### src/design/nbdr_pkg.sv
`timescale 1ns / 1ps
`default_nettype none
// ----------------------------------------------------------------------------
// nbdr_pkg
// Shared widths, constants and controller/datapath interface types for the
// nine-bit datagram receiver.
// ----------------------------------------------------------------------------
package nbdr_pkg;

    localparam int ByteWidth  = 8;
    localparam int PosWidth   = 5;
    localparam int TicksWidth = 12;
    localparam int CountWidth = 13;
    localparam int BitWidth   = 4;

    localparam logic [TicksWidth-1:0] TicksReset = 12'd208;
    localparam logic [3:0]            NibbleMask = 4'hF;
    localparam logic [PosWidth-1:0]   LengthBias = 5'd3;
    localparam logic [BitWidth-1:0]   DataBits   = 4'd8;
    localparam logic [BitWidth-1:0]   MarkerBit  = 4'd8;
    localparam logic [BitWidth-1:0]   StopBit    = 4'd9;

    typedef struct packed {
        logic tick;        // line sample transaction taken this cycle
        logic emit_start;  // stop bit of a complete datagram taken
        logic rd_en;       // read the store at the emit index
        logic next_byte;   // result transaction done, advance emit index
    } nbdr_cmd_t;

    typedef struct packed {
        logic frame_done;  // the sample now offered would close a datagram
        logic last_byte;   // emit index is on the final byte
    } nbdr_status_t;

endpackage
`default_nettype wire

### src/design/nine_bit_datagram_receiver_core.sv
`timescale 1ns / 1ps
`default_nettype none
// ----------------------------------------------------------------------------
// nine_bit_datagram_receiver_core
// Nine-bit serial receiver with length framing: samples the line once per
// transaction, assembles bytes into a datagram and sends out each complete
// datagram byte by byte, last byte marked.
//
//   Channel   Direction  Handshake           Payload
//   s_        in         s_valid / s_ready   s_line_level (one tick)
//   m_        out        m_valid / m_ready   m_data_byte, m_byte_position,
//                                            m_is_last
//   cfg_      in         cfg_we              cfg_wdata (bit_ticks)
//
// One sample transaction per cycle while a datagram is being assembled.
// After the stop-bit sample of a complete datagram, s_ready stays low while
// each byte is read from the store and presented, and during m_ready stalls.
// Reset is synchronous, active low; bit_ticks resets to 208.
// The datagram store holds no reset value; only written entries are read.
// ----------------------------------------------------------------------------
module nine_bit_datagram_receiver_core
    import nbdr_pkg::*;
#(
    parameter int MAX_DATAGRAM_BYTES = 18
) (
    input  wire logic                  aclk,
    input  wire logic                  aresetn,
    input  wire logic                  cfg_we,
    input  wire logic [TicksWidth-1:0] cfg_wdata,
    input  wire logic                  s_valid,
    output      logic                  s_ready,
    input  wire logic                  s_line_level,
    output      logic                  m_valid,
    input  wire logic                  m_ready,
    output      logic [ByteWidth-1:0]  m_data_byte,
    output      logic [PosWidth-1:0]   m_byte_position,
    output      logic                  m_is_last
);

    nbdr_cmd_t    cmd;
    nbdr_status_t status;

    nbdr_ctrl u_ctrl (
        .aclk    (aclk),
        .aresetn (aresetn),
        .s_valid (s_valid),
        .s_ready (s_ready),
        .m_valid (m_valid),
        .m_ready (m_ready),
        .status  (status),
        .cmd     (cmd)
    );

    nbdr_datapath #(
        .MAX_DATAGRAM_BYTES (MAX_DATAGRAM_BYTES)
    ) u_datapath (
        .aclk          (aclk),
        .aresetn       (aresetn),
        .cfg_we        (cfg_we),
        .cfg_wdata     (cfg_wdata),
        .line_level    (s_line_level),
        .cmd           (cmd),
        .status        (status),
        .data_byte     (m_data_byte),
        .byte_position (m_byte_position),
        .is_last       (m_is_last)
    );

endmodule
`default_nettype wire

### src/design/nbdr_ram.sv
`timescale 1ns / 1ps
`default_nettype none
// ----------------------------------------------------------------------------
// nbdr_ram
// Generic single-write, single-read RAM with registered read data.
// ----------------------------------------------------------------------------
module nbdr_ram #(
    parameter int WIDTH = 8,
    parameter int DEPTH = 18
) (
    input  wire logic                     clk,
    input  wire logic                     we,
    input  wire logic [$clog2(DEPTH)-1:0] waddr,
    input  wire logic [WIDTH-1:0]         wdata,
    input  wire logic                     re,
    input  wire logic [$clog2(DEPTH)-1:0] raddr,
    output      logic [WIDTH-1:0]         rdata
);

    logic [WIDTH-1:0] mem [DEPTH];

    always_ff @(posedge clk) begin
        if (we) begin
            mem[waddr] <= wdata;
        end
        if (re) begin
            rdata <= mem[raddr];
        end
    end

endmodule
`default_nettype wire

### src/design/nbdr_ctrl.sv
`timescale 1ns / 1ps
`default_nettype none
// ----------------------------------------------------------------------------
// nbdr_ctrl
// Controller: takes line samples, and after a datagram closes walks its
// bytes out through the store read port and the result channel.
// ----------------------------------------------------------------------------
module nbdr_ctrl
    import nbdr_pkg::*;
(
    input  wire logic         aclk,
    input  wire logic         aresetn,
    input  wire logic         s_valid,
    output      logic         s_ready,
    output      logic         m_valid,
    input  wire logic         m_ready,
    input  wire nbdr_status_t status,
    output      nbdr_cmd_t    cmd
);

    localparam logic [1:0] ST_RUN  = 2'd0;
    localparam logic [1:0] ST_READ = 2'd1;
    localparam logic [1:0] ST_SHOW = 2'd2;

    logic [1:0] state_reg;
    logic [1:0] state_next;
    logic       s_take;
    logic       m_take;

    assign s_ready = (state_reg == ST_RUN);
    assign m_valid = (state_reg == ST_SHOW);
    assign s_take  = s_valid && s_ready;
    assign m_take  = m_valid && m_ready;

    always_comb begin
        cmd.tick       = s_take;
        cmd.emit_start = s_take && status.frame_done;
        cmd.rd_en      = (state_reg == ST_READ);
        cmd.next_byte  = m_take && !status.last_byte;
    end

    always_comb begin
        state_next = state_reg;
        unique case (state_reg)
            ST_RUN: begin
                if (s_take && status.frame_done) begin
                    state_next = ST_READ;
                end
            end
            ST_READ: begin
                state_next = ST_SHOW;
            end
            ST_SHOW: begin
                // hold the byte until taken
                if (m_take) begin
                    state_next = status.last_byte ? ST_RUN : ST_READ;
                end
            end
            default: begin
                state_next = ST_RUN;
            end
        endcase
    end

    always_ff @(posedge aclk) begin
        if (!aresetn) begin
            state_reg <= ST_RUN;
        end else begin
            state_reg <= state_next;
        end
    end

endmodule
`default_nettype wire

### src/design/nbdr_datapath.sv
`timescale 1ns / 1ps
`default_nettype none
// ----------------------------------------------------------------------------
// nbdr_datapath
// Bit timing, byte shift register, datagram store and length framing, plus
// the emit index used while a datagram is sent out.
// ----------------------------------------------------------------------------
module nbdr_datapath
    import nbdr_pkg::*;
#(
    parameter int MAX_DATAGRAM_BYTES = 18
) (
    input  wire logic                  aclk,
    input  wire logic                  aresetn,
    input  wire logic                  cfg_we,
    input  wire logic [TicksWidth-1:0] cfg_wdata,
    input  wire logic                  line_level,
    input  wire nbdr_cmd_t             cmd,
    output      nbdr_status_t          status,
    output      logic [ByteWidth-1:0]  data_byte,
    output      logic [PosWidth-1:0]   byte_position,
    output      logic                  is_last
);

    localparam int AddrWidth = $clog2(MAX_DATAGRAM_BYTES);
    localparam logic [PosWidth-1:0] Limit = PosWidth'(MAX_DATAGRAM_BYTES);

    logic [TicksWidth-1:0] bit_ticks_reg;
    logic                  receiving_reg,  receiving_next;
    logic                  prev_level_reg;
    logic [CountWidth-1:0] countdown_reg,  countdown_next;
    logic [BitWidth-1:0]   bit_pos_reg,    bit_pos_next;
    logic [ByteWidth-1:0]  shift_reg,      shift_next;
    logic [PosWidth-1:0]   held_reg,       held_next;
    logic [PosWidth-1:0]   exp_len_reg,    exp_len_next;
    logic [PosWidth-1:0]   emit_idx_reg;
    logic [PosWidth-1:0]   emit_total_reg;

    logic                  sample_now;
    logic [PosWidth-1:0]   held_base;
    logic                  store_we;
    logic [CountWidth-1:0] first_wait;

    assign first_wait = CountWidth'(bit_ticks_reg) + CountWidth'(bit_ticks_reg >> 1);
    assign sample_now = receiving_reg && (countdown_reg <= CountWidth'(1));

    always_comb begin
        status.frame_done = sample_now && (bit_pos_reg > MarkerBit)
                            && (exp_len_reg != '0) && (held_reg >= exp_len_reg);
        status.last_byte  = (emit_idx_reg + PosWidth'(1)) == emit_total_reg;
    end

    // a command byte drops any partial datagram before it is stored
    assign held_base = (line_level && held_reg != '0) ? '0 : held_reg;

    always_comb begin
        receiving_next = receiving_reg;
        countdown_next = countdown_reg;
        bit_pos_next   = bit_pos_reg;
        shift_next     = shift_reg;
        held_next      = held_reg;
        exp_len_next   = exp_len_reg;
        store_we       = 1'b0;
        if (!receiving_reg) begin
            if (prev_level_reg && !line_level) begin
                receiving_next = 1'b1;
                bit_pos_next   = '0;
                shift_next     = '0;
                countdown_next = first_wait;
            end
        end else if (!sample_now) begin
            countdown_next = countdown_reg - CountWidth'(1);
        end else begin
            countdown_next = CountWidth'(bit_ticks_reg);
            if (bit_pos_reg < DataBits) begin
                shift_next   = shift_reg
                               | (ByteWidth'(line_level) << bit_pos_reg[2:0]);
                bit_pos_next = bit_pos_reg + BitWidth'(1);
            end else if (bit_pos_reg == MarkerBit) begin
                held_next = held_base;
                if (held_base != held_reg) begin
                    exp_len_next = '0;
                end
                if (held_base < Limit) begin
                    store_we  = 1'b1;
                    held_next = held_base + PosWidth'(1);
                    if (held_base == PosWidth'(1)) begin
                        exp_len_next = PosWidth'(shift_reg[3:0] & NibbleMask) + LengthBias;
                    end
                end
                bit_pos_next = StopBit;
            end else begin
                receiving_next = 1'b0;
                bit_pos_next   = '0;
                shift_next     = '0;
                if (status.frame_done) begin
                    held_next    = '0;
                    exp_len_next = '0;
                end
            end
        end
    end

    always_ff @(posedge aclk) begin
        if (!aresetn) begin
            bit_ticks_reg  <= TicksReset;
            receiving_reg  <= 1'b0;
            prev_level_reg <= 1'b1;
            countdown_reg  <= '0;
            bit_pos_reg    <= '0;
            shift_reg      <= '0;
            held_reg       <= '0;
            exp_len_reg    <= '0;
            emit_idx_reg   <= '0;
            emit_total_reg <= '0;
        end else begin
            if (cfg_we) begin
                bit_ticks_reg <= cfg_wdata;
            end
            if (cmd.tick) begin
                receiving_reg  <= receiving_next;
                prev_level_reg <= line_level;
                countdown_reg  <= countdown_next;
                bit_pos_reg    <= bit_pos_next;
                shift_reg      <= shift_next;
                held_reg       <= held_next;
                exp_len_reg    <= exp_len_next;
            end
            if (cmd.emit_start) begin
                emit_idx_reg   <= '0;
                emit_total_reg <= held_reg;
            end else if (cmd.next_byte) begin
                emit_idx_reg <= emit_idx_reg + PosWidth'(1);
            end
        end
    end

    nbdr_ram #(
        .WIDTH (ByteWidth),
        .DEPTH (MAX_DATAGRAM_BYTES)
    ) u_store (
        .clk   (aclk),
        .we    (cmd.tick && store_we),
        .waddr (held_base[AddrWidth-1:0]),
        .wdata (shift_reg),
        .re    (cmd.rd_en),
        .raddr (emit_idx_reg[AddrWidth-1:0]),
        .rdata (data_byte)
    );

    assign byte_position = emit_idx_reg;
    assign is_last       = status.last_byte;

endmodule
`default_nettype wire

### config.mk
export PLATFORM = sky130hd
export DESIGN_NAME = nine_bit_datagram_receiver_core
export DESIGN_NICKNAME = d
export VERILOG_FILES = /design/src/design/nbdr_pkg.sv /design/src/design/nine_bit_datagram_receiver_core.sv /design/src/design/nbdr_ram.sv /design/src/design/nbdr_ctrl.sv /design/src/design/nbdr_datapath.sv
export SDC_FILE = /design/constraint.sdc
export NUM_CORES = 1
export LEC_CHECK = 0
export BUFFER_PORTS_ARGS = -buffer_cell sky130_fd_sc_hd__buf_4
export CORE_ASPECT_RATIO = 0.7
export CORE_MARGIN = 1.5
export CORE_UTILIZATION = 41
export DETAILED_ROUTE_END_ITERATION = 10
export SLEW_MARGIN = 20
export SYNTH_ARGS = -nofsm -noshare
export SYNTH_HDL_FRONTEND = slang
export SYNTH_SLANG_ARGS = --single-unit
### constraint.sdc
create_clock -name aclk -period 2.5 [get_ports aclk]
set_input_delay 0.25 -clock aclk [delete_from_list [all_inputs] [get_ports aclk]]
set_output_delay 0.25 -clock aclk [all_outputs]
set_load 0.02 [all_outputs]
==> results by group, run 1 <==
Timing
  • Fin. Hold Viols: 0
  • Fin Hold WS: 0.0132 ns
  • Worst Tran Pin Value: 0.982 ns
  • Final-report setup violation count: 0
  • Period utilization: 95.1%
  • Tmin final: 2.38 ns
  • Fin. max-slew vios: 0
  • Max frequency: 420 MHz
  • Skew final: ~0.013 ns
  • Worst rel slew slack: 34.4%

CTS
  • H-Tree Depth: 1
  • Worst-skew pair later-pin latency: 0.50 ns
  • Clock buffer depth: 3
  • # clock sinks: approximately 210
  • Num CTS Buffers: 22
  • CTS tree: done
  • Clock transition at the registers of the reported paths: 0.06 ns
  • Root Buffer: clkbuf_16

Detailed routing
  • Vias: 6561
  • DR WL met3: 1940 µm
  • Vias per cell: around 5.7
  • Wl on met1: 12000 µm
  • Top Layer Used: met4
  • Iter 0 DRT Violations: 772
  • Routed WL: about 24000 µm
  • Antenna-violating nets left: 0
  • Routed len/inst: ~21 µm
  • DRC errors left: 0
  • Met2 wire length: about 9700 µm
  • DRT Pass-1 Iters: 5

GRT
  • Initial antenna violation count: 0
  • Pin count of the biggest net entering global routing: 34
  • First-pass GRT wire length: between 30000 and 40000 µm
  • Total GRT Usage: 19.3%
  • Vias in the first global route: roughly 6200
  • Total grt overflow: 0

Synthesis
  • Syn nets: just under 800
  • Sequential share of the synthesized area: 59.1%
  • Yosys cell types: 72
  • Synthesis warning total: 0
  • Post-Syn Instances: 744
  • Main flop type after synthesis: edfxtp_1
  • Mapped cell area: just under 0.01 mm²
  • Register bit total from synthesis: approximately 210
  • Post-synth EDFFs: 152
  • Avg Cell Area, Syn: approximately 13 µm²
  • Async SR Flop Fraction: 0%

Floorplan
  • Core Footprint: between 0.02 and 0.025 mm²
  • Die Wd: 188 µm
  • Row Count: 47
  • IO Count: 34
  • Die area: about 0.025 mm²
  • Die Ht: 132 µm
  • Initial Util: 41.6%

Setup path
  • Worst path required time: about 2.3 ns
  • Slowest CP cell: dfxtp_2
  • Worst path arrival time: 2.13 ns
  • Max FO, Critical Path: 12
  • CP Buf/Inv Count: 2
  • Worst path cell trace: buf_6 -> ha_1 -> xor2_1 -> nor3_2 -> and3_1 -> buf_4
  • Slowest stage delay, CP: 0.34 ns
  • CP startpoint kind: register
  • Top Family by Delay on Critical Path: simple AND/OR/NAND/NOR gates
  • Setup CP Type: register to output port
  • CP Capture Type: output port

Layout
  • Design Area, Final: 0.0116 mm²
  • Final Util: 49.1%
  • Nets: between 800 and 900
  • Share of cells above drive strength 1: 21.5%
  • Max reg flops: 144
  • Antenna Diode Count: 0
  • Filler cells: 1985
  • Layout area overhead: 17.9%

Power
  • Worst vdd ir: 0.000399 V
  • PwrDens: 667 mW/mm²
  • Tot Pwr: 0.00770 W
  • Leakage power total: 3.80 nW

Place
  • HPWL after DPL: between 15000 and 20000 µm
  • Area of placed instances: 0.0107 mm²
  • Placer Congestion: 0.854
  • Number of port buffers: 33

Flow run
  • Max cap viols: 0

Min path
  • Worst hold path type: input port to register

Outcome
  • Status: complete, no violations
per-stage QoR:
stage               setup WS (ns)  setup TNS, ns  instances
global route             -0.00359       -0.00359       1161
detailed placement        -0.0233        -0.0241       1111
global placement           0.0435              0       1111
finish                      0.121              0       1161
CTS                        0.0228              0       1161
floorplan                  0.0791              0        744
logic make-up after synthesis:
kind of cell    Yosys count  share of synthesized area (%)
mux                      71                           12.4
xor+xnor                 22                           1.97
buf+inv                  62                           2.68
flops                   213                           59.1
fa+ha+maj                29                           3.78
simple gates            212                           10.9
compound gates          135                           9.17
timing repair:
item | CTS | global route
setup endpoints to repair | 3 | 126
pin swaps | 0 | 2
gates resized for setup | 3 | 5
setup buffers | 0 | 0
hold buffers | 10 | 0
hold endpoints to repair | 10 | 0
final timing paths:
path,endpoint,slack [ns],cells after the start,from
max,m_is_last,0.12,6,u_datapath.byte_position[0]
min,u_datapath.bit_ticks_reg[3],0.01,3,cfg_wdata[3]
max reg2reg,u_datapath.countdown_reg[12],0.15,9,u_datapath.bit_ticks_reg[1]
min reg2reg,u_datapath.prev_level_reg,0.47,2,u_datapath.prev_level_reg
area by class of cell:
class / instances / area [µm²] / share of cell area (%)
multi-input cells: 469 / 3770 / 32.6
well taps: 318 / 398 / 3.44
clock inverters: 14 / 151 / 1.31
flip-flops and latches: 213 / 5790 / 50.1
repair buffers: 94 / 759 / 6.57
inverters: 27 / 101 / 0.877
clock buffers: 26 / 587 / 5.08
synth_stat cells, types with 5 or more instances:
| cell type | count | area, µm² |
|---|---|---|
| nor3_1 | 16 | 80.1 |
| nor2b_1 | 11 | 68.8 |
| a31oi_1 | 8 | 50.1 |
| or3_1 | 5 | 31.3 |
| inv_1 | 27 | 101 |
| a21o_1 | 5 | 37.5 |
| buf_2 | 6 | 30.0 |
| clkbuf_1 | 22 | 82.6 |
| nand3b_1 | 5 | 37.5 |
| nand3_1 | 22 | 110 |
| nor2_1 | 80 | 300 |
| xor2_1 | 8 | 70.1 |
| o21ai_0 | 25 | 125 |
| o211ai_1 | 6 | 45.0 |
| mux2i_1 | 29 | 290 |
| mux4_2 | 40 | 901 |
| dfxtp_1 | 61 | 1220 |
| ha_1 | 28 | 350 |
| nand2_1 | 38 | 143 |
| a211oi_1 | 7 | 52.6 |
| edfxtp_1 | 152 | 4560 |
| a21oi_1 | 43 | 215 |
| xnor2_1 | 14 | 123 |
cell usage in the layout, fill, tap and decap left out, types with 3 or more instances in the layout:
cell,n
nand2_1,38
o211ai_1,6
inv_1,27
nand3b_1,5
and3_1,3
nor4_1,3
a21o_1,5
clkinv_2,5
nor2_1,79
nand3_1,22
o2bb2ai_1,4
a221oi_1,4
mux4_2,40
or3_1,5
a21oi_1,43
buf_4,81
xnor2_1,14
o21ai_1,5
nor3b_1,3
clkbuf_16,23
clkbuf_1,3
xor2_1,8
nor2b_1,11
dlygate4sd3_1,10
bufinv_16,3
a31oi_1,8
a211oi_1,7
nand4_1,3
nand2b_1,3
o21ai_0,23
edfxtp_1,152
o31a_1,4
dfxtp_1,60
ha_1,28
mux2i_1,29
nor3_1,15
layer usage:
metal | up-vias | global-route usage [%]
met3 | 31 | 3.91
met5 | - | 0
li1 | 3008 | -
met1 | 3258 | 31.4
met4 | 0 | 3.69
met2 | 264 | 26.3
where the power goes:
part	total (W)	internal, W	switching [W]	leakage, nW
Combinational	0.000554	0.000245	0.000310	1.72
Clock	0.00333	0.00199	0.00133	0.357
Sequential	0.00382	0.00377	0.0000503	1.72
Total	0.00770	0.00601	0.00169	3.80
worst register-to-register path, stage by stage (launching register included):
cell	delay, ns
dfxtp_1	0.41
ha_1	0.21
inv_1	0.05
fa_1	0.40
nor2b_1	0.21
o31a_1	0.29
o21ai_1	0.19
o21ai_2	0.23
a21oi_1	0.10
nor3_1	0.18
Note: power is estimated with default switching activity, not from simulation.
==> run 2, diff against run 1 <==
--- a/config.mk
+++ b/config.mk
@@ -5,6 +5,7 @@
 export SDC_FILE = /design/constraint.sdc
 export NUM_CORES = 1
 export LEC_CHECK = 0
+export ABC_AREA = 1
 export BUFFER_PORTS_ARGS = -buffer_cell sky130_fd_sc_hd__buf_4
 export CORE_ASPECT_RATIO = 0.7
 export CORE_MARGIN = 1.5
==> run 2 against run 1 <==
  * Routed wire length rose by 12%
  * Clock power grew 3%
  * Clock skew increased by 0.0020 ns
  * Cell area increased by 3.6%
  * Critical path depth is 4 higher
  * Global-route usage up 1.7 points
  * Sequential power is essentially flat
  * Critical endpoint unchanged
==> results by group, run 2 <==
Outcome
  • Status: complete, no violations

Setup path
  • Worst path required time: 2.25 ns
  • Worst path arrival time: roughly 2.1 ns
  • Worst path cell trace: ha_1 -> inv_1 -> nand2_1 -> nand2_1 -> nor2_1 -> nand3_1 -> nor2_1 -> nand3_2 -> inv_1 -> buf_4
  • Max FO, Critical Path: 8
  • Slowest CP cell: dfxtp_2
  • CP Capture Type: output port
  • Slowest stage delay, CP: 0.34 ns
  • CP startpoint kind: register
  • Setup CP Type: register to output port

Layout
  • Commonest non-fill, non-tap cell in the layout: nor2_1
  • Commonest cells after routing, fill and taps aside: 216 x nor2_1, 188 x nand2_1, 152 x edfxtp_1, 106 x o21ai_0, 93 x inv_1
  • Max reg flops: 144
  • Layout area overhead: 15.4%
  • Nets: 1259
  • Antenna Diode Count: 0
  • Share of cells above drive strength 1: 11.5%

CTS
  • Clock transition at the registers of the reported paths: 0.06 ns
  • Clock buffer depth: 3
  • Postcts setup bufs: 0
  • Root Buffer: clkbuf_16
  • CTS tree: done
  • H-Tree Depth: 1
  • Worst-skew pair later-pin latency: approximately 0.5 ns
  • Num CTS Buffers: 23
  • # clock sinks: 213

Floorplan
  • Die Wd: 193 µm
  • Die Ht: 136 µm
  • Initial Util: a little over two fifths
  • Row Count: 48
  • IO Count: 34
  • Die area: 0.0263 mm²
  • Core Footprint: 0.0247 mm²

Timing
  • Tmin final: roughly 2.3 ns
  • Setup Total Neg Slack: 0 ns
  • Period utilization: 93.0%
  • Fin. max-slew vios: 0
  • Fin. Hold Viols: 0
  • Worst Tran Pin Value: 0.963 ns
  • Skew final: 0.0154 ns
  • Final-report setup violation count: 0
  • Max frequency: roughly 430 MHz
  • Unrepaired setup endpoints after global routing: false
  • Worst rel slew slack: between 30% and 40%
  • Setup slack after layout: 0.176 ns

Min path
  • Worst hold path type: input port to register

Synthesis
  • Synth area leaders: edfxtp_1 44%, dfxtp_1 12%, nor2_1 7.8%
  • Main flop type after synthesis: edfxtp_1
  • Yosys cell types: 39
  • Avg Cell Area, Syn: 9.00 µm²
  • Sequential share of the synthesized area: ~56%
  • Top cell type by total area after synthesis: edfxtp_1
  • Register bit total from synthesis: 213
  • Top post-synthesis cells by count: 216 x nor2_1, 188 x nand2_1, 152 x edfxtp_1
  • Area share of the largest cell type after synthesis: 44.0%
  • Mapped cell area: 0.0104 mm²
  • Post-synth EDFFs: 152
  • Syn nets: 1200
  • Most numerous cell in the Yosys netlist: nor2_1
  • Async SR Flop Fraction: 0%
  • Synthesis warning total: 0
  • Post-Syn Instances: 1153

Detailed routing
  • Vias per cell: 5.34
  • Met2 wire length: 10400 µm
  • Iter 0 DRT Violations: 807
  • Routed len/inst: 17.3 µm
  • Routed WL: 26900 µm
  • DRT Pass-1 Iters: 5
  • Wl on met1: 14100 µm
  • DRC errors left: 0
  • Vias: 8290
  • DR WL met3: 2140 µm
  • Antenna-violating nets left: 0
  • Top Layer Used: met4

Place
  • HPWL after DPL: 18400 µm
  • Placer Congestion: about 0.90
  • Number of port buffers: 33
  • Pre-CTS WS: 0.245 ns

Power
  • Worst vdd ir: 0.000499 V
  • Leakage power total: approximately 4.6 nW
  • PwrDens: 661 mW/mm²

Flow run
  • Max cap viols: 0

GRT
  • Pin count of the biggest net entering global routing: 73
  • Total grt overflow: 0
  • Total GRT Usage: 21.0%
  • First-pass GRT wire length: around 42000 µm
  • Initial antenna violation count: 0
  • Vias in the first global route: roughly 7600
run 2: cell types whose count changed in the layout (fill, tap and decap cells not counted), sizes merged, moves of 34 or more:
cell,previous run,this run
nand2,39,194
nor2,80,225
o21ai,29,109
inv,27,102
nand3,23,76
mux4,40,0
o211ai,6,40
run 2: routing by layer:
layer | track usage [%] | vias to the layer above
met5 | 0 | -
met4 | 3.21 | 0
met3 | 4.65 | 32
met2 | 28.0 | 291
met1 | 34.2 | 3914
li1 | - | 4053
run 2: logic make-up (layout without fill, tap and decap cells):
group,after synthesis,after routing,synth area share [%]
XOR/XNOR,11,11,0.929
AND/OR/NAND/NOR,528,528,21.7
flip-flops,213,213,55.8
AO/OA/AOI/OAI,224,224,12.2
buffers and inverters,148,223,5.84
adder cells (fa/ha/maj),29,29,3.57
run 2: cell type report:
type                    instances  area [µm²]
flip-flops and latches        213        5790
multi-input cells             792        3980
clock buffers                  26         587
well taps                     325         407
fillers                      2318       12800
repair buffers                 82         663
clock inverters                15         166
inverters                     100         378
run 2: timing repair:
item / 4_1_cts / 5_1_grt
hold buffers: 9 / 0
resized for setup: 0 / 0
endpoints found under the hold margin: 9 / 0
run 2: report_power, final:
| group | internal (W) | switching (W) |
|---|---|---|
| clock | 0.00202 | 0.00143 |
| sequential | 0.00378 | 0.0000623 |
| combinational | 0.000224 | 0.000407 |
| total | 0.00602 | 0.00189 |
run 2: through the flow:
stage / cells / util, % / total power (W) / instance area [µm²] / hold slack, ns
3_5_place_dp: 1503 / 45.0 / 0.00452 / 11100 / 0.453
6_report: 1553 / 48.4 / 0.00791 / 12000 / 0.0196
2_1_floorplan: 1153 / - / 0.00435 / 10400 / 0.376
4_1_cts: 1553 / 48.4 / 0.00795 / 12000 / 0.00780
5_1_grt: 1553 / 48.4 / 0.00819 / 12000 / 0.0269
3_3_place_gp: 1503 / 45.0 / 0.00452 / 11100 / 0.451
run 2: worst paths after layout:
path / to / start / depth (start not counted) / slack, ns
setup reg to reg: u_datapath.u_store.mem[17][3] / u_datapath.countdown_reg[0] / 11 / 0.25
setup / recovery: m_is_last / u_datapath.byte_position[1] / 10 / 0.18
hold reg to reg: u_datapath.exp_len_reg[2] / u_datapath.exp_len_reg[2] / 2 / 0.46
hold / removal: u_ctrl.state_reg[1] / m_ready / 4 / 0.02
run 2: worst max-delay path, delay by kind of cell, from the launching register on:
| kind | cells | cell delay [ns] |
|---|---|---|
| buffers and inverters | 3 | 0.32 |
| AND/OR/NAND/NOR | 6 | 0.56 |
| adder cells (fa/ha/maj) | 1 | 0.34 |
| flip-flops | 1 | 0.34 |
==> run 3, diff against run 2 <==
--- a/config.mk
+++ b/config.mk
@@ -8,9 +8,9 @@
 export ABC_AREA = 1
 export BUFFER_PORTS_ARGS = -buffer_cell sky130_fd_sc_hd__buf_4
 export CORE_ASPECT_RATIO = 0.7
-export CORE_MARGIN = 1.5
-export CORE_UTILIZATION = 41
+export CORE_UTILIZATION = 60
 export DETAILED_ROUTE_END_ITERATION = 10
+export PLACE_DENSITY = 0.77
 export SLEW_MARGIN = 20
 export SYNTH_ARGS = -nofsm -noshare
 export SYNTH_HDL_FRONTEND = slang
==> run 3 against run 2 <==
  * Register-to-register slack got worse by 0.11 ns
  * Largest cell class unchanged
  * Cell count decreased by 6.9%
  * Die area down 32%
  * Critical path depth rose by 2
  * Global-route usage rose by 9.2 points
  * Routed wire length is 2.1% lower
  * Flip-flop and latch count unchanged
  * Hold slack better by 0.0078 ns
  * Sequential power about the same
  * First-iteration DRC count rose by 33%
  * Maximum frequency decreased by 1.3%
==> results by group, run 3 (synthesis results as in run 2) <==
Outcome
  • Status: complete, no violations

Timing
  • Max frequency: between 400 and 500 MHz
  • Unrepaired setup endpoints after global routing: false
  • Fin. Hold Viols: 0
  • Fin Hold WS: 0.0274 ns
  • Skew final: 0.00954 ns
  • Final-report setup violation count: 0
  • Worst rel slew slack: 35.8%
  • Worst Tran Pin Value: 0.962 ns
  • Tmin final: about 2.4 ns
  • Setup Total Neg Slack: 0 ns
  • Period utilization: 94.2%
  • Fin. max-slew vios: 0

CTS
  • CTS tree: done
  • Worst-skew pair later-pin latency: 0.49 ns
  • Clock transition at the registers of the reported paths: 0.07 ns
  • Root Buffer: clkbuf_16
  • Clock buffer depth: 3
  • H-Tree Depth: 1
  • # clock sinks: 213
  • Num CTS Buffers: 20

Floorplan
  • Core Footprint: between 0.015 and 0.02 mm²
  • Die Wd: between 150 and 200 µm
  • Row Count: 39
  • IO Count: 34
  • Die area: roughly 0.018 mm²
  • Die Ht: 112 µm
  • Initial Util: between 60% and 70%

Setup path
  • Top Family by Delay on Critical Path: simple AND/OR/NAND/NOR gates
  • CP Capture Type: register
  • CP Buf/Inv Count: 4
  • Max FO, Critical Path: 10
  • Slowest CP cell: dfxtp_1
  • Origin of the critical flop-to-flop path: u_datapath.countdown_reg[1]
  • Slowest stage delay, CP: about 0.34 ns
  • Worst path cell trace: inv_1 -> ha_1 -> inv_1 -> o21ai_0 -> nand3_1 -> nor2_4 -> nand2_4 -> nor2_4 -> buf_4 -> nand3_2 -> nor2_1 -> buf_4
  • Beginning of the critical path: u_datapath.countdown_reg[1]
  • Setup CP Type: register to register
  • Worst path required time: approximately 2.7 ns
  • CP startpoint kind: register
  • Worst path arrival time: roughly 2.6 ns

Layout
  • Sequential cell area: 0.00579 mm²
  • Nets: around 1300
  • Filler cells: 1271
  • Share of cells above drive strength 1: a little under an eighth
  • Antenna Diode Count: 0
  • Commonest cells after routing, fill and taps aside: 215 x nor2_1, 188 x nand2_1, 152 x edfxtp_1, 106 x o21ai_0, 93 x inv_1
  • Area of the multi-input gates: 0.00401 mm²
  • Commonest non-fill, non-tap cell in the layout: nor2_1
  • Max reg flops: 144
  • Layout area overhead: 13.0%

GRT
  • GR Util met3: about 7.9%
  • M2 GR Usage: 41.2%
  • Total grt overflow: 0
  • Initial antenna violation count: 0
  • Pin count of the biggest net entering global routing: 69
  • First-pass GRT wire length: 41500 µm
  • Vias in the first global route: between 7000 and 8000
  • Met1 track demand over resource: 47.7%
  • GRT busiest layer: met1
  • Total GRT Usage: 30.2%

Detailed routing
  • Iter 0 DRT Violations: 1072
  • Routed WL: 26400 µm
  • Antenna-violating nets left: 0
  • DRT Pass-1 Iters: 5
  • Vias per cell: between 5 and 6
  • DRC errors left: 0
  • Vias: 8405
  • Routed len/inst: 18.2 µm

Place
  • HPWL after DPL: roughly 18000 µm
  • Placer Congestion: 0.942
  • Number of port buffers: 33

Power
  • Leakage power total: 4.55 nW
  • PwrDens: 636 mW/mm²
  • Worst vdd ir: 0.000440 V

Min path
  • Worst hold path type: input port to register
  • HP Start: cfg_wdata[0]

Flow run
  • Max cap viols: 0
==> run 3: timing repair <==
action | in CTS | in global routing
setup buffers | 1 | 0
setup endpoints to repair | 1 | 15
gates resized for setup | 0 | 4
hold buffers | 8 | 0
pin swaps | 1 | 0
hold endpoints to repair | 8 | 0
==> run 3: power breakdown <==
group	leakage [nW]	switching, W	internal [W]	total (W)
Sequential	1.90	0.0000633	0.00378	0.00384
Combinational	2.34	0.000430	0.000221	0.000651
Clock	0.306	0.00128	0.00168	0.00296
==> run 3: per-layer routing <==
metal / vias up / wire [µm]
met5: - / 0
met4: 0 / 485
met3: 45 / 3300
met2: 432 / 10400
met1: 3890 / 12200
li1: 4038 / -
==> run 3: area by class of cell <==
type                            count  area share [%]
Sequential cell                   213            49.4
Timing Repair Buffer               80            5.40
Clock inverter                      8           0.587
Inverter                          100            3.22
Clock buffer                       28            4.80
Multi-Input combinational cell    792            34.2
Tap cell                          225            2.40
==> run 3: worst register-to-register path, cell delays in order, from the launching register on <==
cell,delay (ns)
dfxtp_1,0.34
inv_1,0.09
ha_1,0.18
inv_1,0.04
o21ai_0,0.07
nand3_1,0.14
nor2_4,0.22
nand2_4,0.13
nor2_4,0.11
buf_4,0.19
nand3_2,0.18
nor2_1,0.18
buf_4,0.20
==> run 3: path summary, 6_finish.rpt <==
| path | slack, ns | endpoint | depth (start not counted) |
|---|---|---|---|
| max | 0.14 | u_datapath.u_store.mem[9][5] | 12 |
| max reg2reg | 0.14 | u_datapath.u_store.mem[9][5] | 12 |
| min | 0.03 | u_datapath.bit_ticks_reg[0] | 3 |
| min reg2reg | 0.47 | u_datapath.exp_len_reg[3] | 2 |
==> run 3: per-stage QoR <==
step                      cell area, µm²  total power (W)  std cells  utilization [%]  setup slack, ns
after global routing               11700          0.00770       1446             70.6          0.00551
final                              11700          0.00746       1446             70.6            0.145
after CTS                          11700          0.00744       1446             70.5           0.0709
after detailed placement           11000          0.00453       1401             66.2            0.158
after floorplan                    10400          0.00435       1153                -            0.380
after global placement             11000          0.00452       1401             66.2            0.250
